===== src/rtl/core/tklt_pkg.sv =====
// ----------------------------------------------------------------------------
// tklt_pkg - shared types and constants
// Entry record, register indexes, request kinds and list fill values.
// ----------------------------------------------------------------------------
package tklt_pkg;

    typedef struct packed {
        logic signed [31:0] score;
        logic signed [31:0] order;
        logic [15:0]        tag;
    } entry_t;

    // configuration register indexes
    localparam logic REG_HIGH_COUNT = 1'b0;
    localparam logic REG_LOW_COUNT  = 1'b1;

    // request kinds
    localparam logic ACT_OFFER = 1'b0;
    localparam logic ACT_READ  = 1'b1;

    // read list selector
    localparam logic LIST_HIGH = 1'b0;
    localparam logic LIST_LOW  = 1'b1;

    localparam logic [4:0] COUNT_RESET = 5'd16;

    localparam logic signed [31:0] LOW_SCORE_FILL = 32'sh7FFF_FFFF;
    localparam logic signed [31:0] LOW_ORDER_FILL = 32'sh6363_6363;

endpackage


===== src/rtl/core/tklt_cell.sv =====
// ----------------------------------------------------------------------------
// tklt_cell - one slot of a sorted insertion list
// Holds one entry; on an offer it keeps, takes the candidate or takes the
// entry handed down by its upper neighbour.
// ----------------------------------------------------------------------------
module tklt_cell #(
    parameter bit IS_LOW = 1'b0
) (
    input  logic            clk,
    input  logic            rst_n,
    input  logic            load,        // offer accepted this cycle
    input  logic            en,          // slot lies within the count in use
    input  tklt_pkg::entry_t cand,
    input  tklt_pkg::entry_t prev_entry, // entry of the neighbour above
    input  logic            prev_beats,  // candidate beat the neighbour above
    output tklt_pkg::entry_t entry,
    output logic            beats
);

    tklt_pkg::entry_t entry_reg, entry_next;

    // strict compare keeps earlier entries ahead on ties
    always_comb
    begin
        if (IS_LOW)
            beats = en && (entry_reg.score > cand.score);
        else
            beats = en && (entry_reg.score < cand.score);
    end

    // list stays sorted, so a beaten neighbour means this slot is beaten too
    always_comb
    begin
        entry_next = entry_reg;
        if (load && en)
        begin
            if (prev_beats)
                entry_next = prev_entry;
            else if (beats)
                entry_next = cand;
        end
    end

    always_ff @(posedge clk or negedge rst_n)
    begin
        if (!rst_n)
        begin
            if (IS_LOW)
            begin
                entry_reg.score <= tklt_pkg::LOW_SCORE_FILL;
                entry_reg.order <= tklt_pkg::LOW_ORDER_FILL;
            end
            else
            begin
                entry_reg.score <= '0;
                entry_reg.order <= '0;
            end
            entry_reg.tag <= '0;
        end
        else
        begin
            entry_reg <= entry_next;
        end
    end

    assign entry = entry_reg;

endmodule


===== config.mk =====
export PLATFORM = sky130hd
export DESIGN_NAME = tklt_cell
export DESIGN_NICKNAME = d
export VERILOG_FILES = /design/src/rtl/core/tklt_pkg.sv /design/src/rtl/core/tklt_cell.sv
export SDC_FILE = /design/constraint.sdc
export NUM_CORES = 1
export LEC_CHECK = 0
export ABC_AREA = 1
export BUFFER_PORTS_ARGS = -buffer_cell sky130_fd_sc_hd__buf_2
export CORE_ASPECT_RATIO = 0.8
export CORE_MARGIN = 4
export CORE_UTILIZATION = 47
export CTS_CLUSTER_SIZE = 14
export DETAILED_ROUTE_END_ITERATION = 7
export PLACE_DENSITY = 0.84
export SLEW_MARGIN = 0
export SYNTH_ARGS = -nofsm -noshare
export SYNTH_HDL_FRONTEND = slang
export SYNTH_SLANG_ARGS = --single-unit

===== constraint.sdc =====
create_clock -name clk -period 2.1 [get_ports clk]
set_input_delay 0.105 -clock clk [delete_from_list [all_inputs] [get_ports clk]]
set_output_delay 0.105 -clock clk [all_outputs]
set_load 0.02 [all_outputs]

==> results.json, run 1 <==
{
  "tritoncts": "built",
  "io_pins": 246,
  "numCtsBuffers": 9,
  "drive_gt1_share_pct": 43.2,
  "first_pass_iters": 5,
  "clk_latency_ns": 0.33,
  "crit_fanout": 12,
  "layout_common_cells": "nand2_1, buf_2, dfrtp_1",
  "dieArea_mm2": 0.0122,
  "netlist_instances": 714,
  "grt_max_degree": 112,
  "ys_seq_elements": 80,
  "drv_slew": 0,
  "via_count": 5761,
  "fin_worst_skew_ns": 0.00811,
  "routedWlPerCell_um": 16.1,
  "fin_ws_ns": -0.125,
  "min_period_ns": 2.22,
  "leakage_uw": 0.00452,
  "die_w_um": 122,
  "multi_input_area_mm2": 0.00312,
  "die_h_um": 99.5,
  "yosys_warnings": 0,
  "h-tree-depth": 3,
  "overflow": 0,
  "dp_hpwl_mm": 11.0,
  "largest_reg_flops": 80,
  "ir_drop_uv": 508,
  "wirelength_mm": 18.1,
  "io_buffer_count": 245,
  "cap_violations": 0,
  "crit_arrival_ns": 2.44,
  "syn_to_final_growth_pct": 58.8,
  "seqCellArea_mm2": 0.00200,
  "cp-end-kind": "flop",
  "grt_pass1_vias": 5041,
  "reg2reg_from": "entry[69]",
  "clkSinkCount": 80,
  "rr_worst_depth": 13,
  "tns_ns": -7.47,
  "fin_util_pct": 76.2,
  "worstSetupPathType": "flop to flop",
  "place.gp.congestion": 0.851,
  "fmax_mhz": 450,
  "initial_core_util_pct": 48.0,
  "worstReg2RegEnd": "entry[34]",
  "ys_seq_area_share_pct": 40.7,
  "first_iter_violations": 340,
  "route.detailed.drc": 0,
  "ant_nets": 0,
  "max-slew-margin-rel_pct": 65.9,
  "grt_pass1_wl_mm": 24.3,
  "crit_required_ns": 2.32,
  "worstHoldEndpoint": "entry[1]",
  "root_buffer": "clkbuf_16",
  "min_path_cells": 5,
  "layout_commonest_cell": "nand2_1",
  "nNetsFinal": 1178,
  "synth.distinct_cells": 20,
  "clk_pin_slew_worst_paths_ns": 0.06,
  "hold_start": "cand[1]",
  "finalHoldViolations": 0,
  "hp-class": "input pin to flop",
  "viasPerCell": 5.12,
  "fillCellCount": 786,
  "grt_usage_pct": 25.0,
  "violations": "setup timing",
  "rows": 33,
  "syn_nets": 910,
  "antenna_found_initial": 1,
  "cts_max_path_buffers": 2,
  "diodes": 0,
  "postSynthAreaPerCell_um2": 6.88,
  "synth_area_mm2": 0.00491,
  "r2r_setup_slack_ns": -0.12,
  "rsz0062_at_grt": "yes",
  "critPathLaunchType": "flop",
  "worstMarginPinSlew_ns": 0.512,
  "finalSetupViolCount": 81,
  "status": "finished with violations",
  "core-area_mm2": 0.0102,
  "p_per_area_mw_per_mm2": 874,
  "timing.final.crit_share_pct": 106
}
## power breakdown
group	internal, µW	total (µW)	switching (µW)
Sequential	1910	2200	291
Clock	946	1560	612
Combinational	1310	3060	1760
Total	4160	6820	2660
## critical path, cell delays in order (launching register included)
cell and delay (ns):
dfrtp_1 0.38, ha_1 0.31, a21oi_2 0.14, nor2_1 0.05
nor2_1 0.09, nand3_1 0.15, a21oi_4 0.18, nand3_2 0.11
nand3_4 0.13, nand2_8 0.10, clkbuf_16 0.19, buf_12 0.15
nand3_1 0.07, nand2_1 0.07
## per-layer routing
metal,wire (µm),share of wire [%],global-route usage (%)
met1,7390,41,32.9
met2,8960,49,41.5
met3,1500,8.3,6.14
met4,284,1.6,6.45
met5,11,0.061,0
## cells in the mapped netlist, drive strengths merged
| library cell | n | area [µm²] |
|---|---|---|
| nand3 | 85 | 430 |
| inv | 42 | 158 |
| ha | 31 | 388 |
| nor3 | 2 | 10.0 |
| clkbuf | 16 | 60.1 |
| clkinv | 1 | 3.75 |
| dfrtp | 80 | 2000 |
| nand2 | 372 | 1410 |
| a21oi | 14 | 70.1 |
| o21ai | 35 | 175 |
| buf | 25 | 166 |
| nand4 | 1 | 6.26 |
| nor2 | 10 | 37.5 |
## worst max-delay path by stage
stage          startpoint   endpoint  depth (start not counted)
2_1_floorplan   entry[53]  entry[49]                         16
3_3_place_gp    entry[63]  entry[43]                         16
3_5_place_dp    entry[63]  entry[47]                         16
4_1_cts         entry[51]  entry[47]                         16
5_1_grt         entry[49]   entry[7]                         18
6_report        entry[69]  entry[34]                         13
## per-stage QoR
step	hold slack (ns)	cells	power, µW	worst slack [ns]	cell area [µm²]
after floorplan	-0.191	714	3470	0.0679	4910
after global placement	0.0912	1088	4400	-0.0627	6410
after detailed placement	0.0893	1088	4460	-0.174	6410
after CTS	0.0856	1109	6210	-0.0883	6970
after global routing	0.115	1126	7200	-0.264	7800
final	0.0894	1126	6820	-0.125	7800
## final cells by class
cell class / instances / share of cell area, %
clock buffer: 10 / 3.06
clock inverter: 5 / 0.722
timing repair buffer: 297 / 26.3
inverter: 43 / 2.07
sequential: 80 / 25.7
multi-input combinational: 551 / 40.0
tap: 140 / 2.25
## repair_timing
item,4_1_cts,5_1_grt
pin swaps,8,14
hold endpoints to repair,34,0
buffers inserted,1,5
resized for setup,34,115
hold buffers,1,0
endpoints found under the setup margin,81,81
cloned,5,12
## cell families after synthesis
logic type	count (synthesis)	synth area share, %
AO/OA/AOI/OAI	49	4.99
adder cells (fa/ha/maj)	31	7.89
buffers and inverters	84	7.89
flip-flops	80	40.7
AND/OR/NAND/NOR	470	38.5
No activity file was read; power rests on OpenSTA's default activity.
==> run 2: changes to the inputs <==
--- a/config.mk
+++ b/config.mk
@@ -12,7 +12,7 @@
 export CORE_UTILIZATION = 47
 export CTS_CLUSTER_SIZE = 14
 export DETAILED_ROUTE_END_ITERATION = 7
-export PLACE_DENSITY = 0.84
+export PLACE_DENSITY_LB_ADDON = 0.15
 export SLEW_MARGIN = 0
 export SYNTH_ARGS = -nofsm -noshare
 export SYNTH_HDL_FRONTEND = slang
==> run 2 against run 1 <==
Against the previous run: the flow still finishes with violations (setup timing); clock-buffer cell count unchanged; clock power about the same; combinational power shrank 3%; global-route usage increased by 0.21 points; total power decreased by 1.5%; critical endpoint is now entry[16]; clock skew increased by 0.00070 ns; fmax down 4.9%; flip-flop and latch count unchanged; design area up 0.27%; die area unchanged; cell count is 0.80% higher.
==> results.json, run 2 (same netlist as run 1, synthesis figures left out) <==
{
  "placedCellCount": 1093,
  "finalHoldViolations": 0,
  "hp-class": "input pin to flop",
  "grt_max_degree": 57,
  "drive_gt1_share_pct": 42.6,
  "route.detailed.drc": 0,
  "rsz0062_at_grt": "yes",
  "syn_to_final_growth_pct": 59.2,
  "clkSinkCount": 80,
  "routedWlPerCell_um": 15.4,
  "status": "finished with violations",
  "dpl_worst_slack_ns": -0.245,
  "p_per_area_mw_per_mm2": 859,
  "min_period_ns": 2.34,
  "timing.final.crit_share_pct": 111,
  "antenna_found_initial": 0,
  "fin_worst_skew_ns": 0.00882,
  "cts_max_path_buffers": 2,
  "rows": 33,
  "grt-busiest-layer": "met2",
  "first_iter_violations": 436,
  "core-area_mm2": 0.0102,
  "overflow": 0,
  "cap_violations": 0,
  "root_buffer": "clkbuf_16",
  "die_w_um": 122,
  "numCtsBuffers": 9,
  "io_buffer_count": 245,
  "ant_nets": 0,
  "clk_latency_ns": 0.33,
  "io_pins": 246,
  "tritoncts": "built",
  "wirelength_mm": 17.5,
  "leakage_uw": 0.00456,
  "fmax_mhz": 427,
  "dp_hpwl_mm": 11.1,
  "largest_reg_flops": 80,
  "grt_usage_pct": 25.2,
  "ir_drop_uv": 418,
  "fillCellCount": 826,
  "dieArea_mm2": 0.0122,
  "stdcell_area_mm2": 0.00782,
  "via_count": 5710,
  "crit_required_ns": 2.37,
  "p_total_uw": 6720,
  "placed_area_mm2": 0.00646,
  "fin_ws_ns": -0.240,
  "place.gp.congestion": 0.832,
  "clk_pin_slew_worst_paths_ns": 0.06,
  "grt_pass1_vias": 5066,
  "fin_cells": 1135,
  "critPathLaunchType": "flop",
  "layout_common_cells": "nand2_1, buf_2, dfrtp_1",
  "first_pass_iters": 5,
  "grtUsageMet1_pct": 35.2,
  "globalRouteMet2Util_pct": 40.5,
  "nNetsFinal": 1186,
  "grtUsageMet3_pct": 5.34,
  "cp-end-kind": "flop",
  "seqCellArea_mm2": 0.00200,
  "die_h_um": 99.5,
  "violations": "setup timing",
  "viasPerCell": 5.03,
  "crit_arrival_ns": 2.61,
  "worstMarginPinSlew_ns": 0.691,
  "drv_slew": 0,
  "initial_core_util_pct": 48.0,
  "finalSetupViolCount": 81,
  "layout_commonest_cell": "nand2_1",
  "multi_input_area_mm2": 0.00306,
  "crit_fanout": 8,
  "worstSetupPathType": "flop to flop",
  "grt_pass1_wl_mm": 24.7,
  "h-tree-depth": 3,
  "max-slew-margin-rel_pct": 53.9
}
## run 2: what timing repair did
action	CTS	global route
gates cloned	4	17
endpoints found under the setup margin	81	81
hold buffers	1	0
setup buffers	4	1
resized for setup	34	102
pin swaps	7	37
hold endpoints to repair	30	0
## run 2: area by class of cell
| cell class | count | area share, % |
|---|---|---|
| clock buffer | 10 | 3.05 |
| inverter | 43 | 2.06 |
| timing repair buffer | 304 | 27.2 |
| sequential | 80 | 25.6 |
| antenna | 1 | 0.0320 |
| clock inverter | 5 | 0.736 |
| multi-input combinational | 552 | 39.1 |
| tap | 140 | 2.24 |
## run 2: worst max-delay path, stage by stage (launching register included)
cell and delay, ns:
dfrtp_1 0.42, ha_4 0.29, nand2_2 0.05, inv_2 0.05, nand3_2 0.09, nor3_2 0.25
nand2_1 0.09, nand2_1 0.08, nand2_2 0.07, nand3_2 0.09, nand3_4 0.11, nand2_8 0.14
buf_12 0.18, clkbuf_16 0.18, nand3_1 0.08, nand2_1 0.08
## run 2: power breakdown
group | total (µW) | switching, µW | internal, µW | leakage [µW]
Combinational | 2970 | 1700 | 1270 | 0.00341
Clock | 1560 | 613 | 944 | 0.000137
Sequential | 2190 | 283 | 1910 | 0.00101
## run 2: routing by layer
metal | up-vias | wire length [µm]
met5 | - | 0
met2 | 264 | 8430
met1 | 2610 | 7410
li1 | 2814 | -
met4 | 0 | 269
met3 | 22 | 1420
## run 2: path summary, 6_finish.rpt
check,startpoint,endpoint,slack [ns],depth (start not counted)
min in group asynchronous,rst_n,entry[67],0.26,2
max,entry[63],entry[16],-0.24,15
min reg2reg,entry[4],entry[4],0.47,2
min,cand[10],entry[10],0.1,5
max in group asynchronous,rst_n,entry[42],1.26,3
max reg2reg,entry[63],entry[16],-0.24,15
## run 2: metrics by stage
| stage | util, % | hold WS [ns] | TNS (ns) |
|---|---|---|---|
| 2_1_floorplan | - | -0.191 | 0 |
| 3_3_place_gp | 63.0 | 0.0824 | -14.61 |
| 3_5_place_dp | 63.0 | 0.0833 | -16.98 |
| 5_1_grt | 76.4 | 0.112 | -23.33 |
| 4_1_cts | 68.8 | 0.0867 | -1.26 |
| 6_report | 76.4 | 0.0950 | -15.38 |
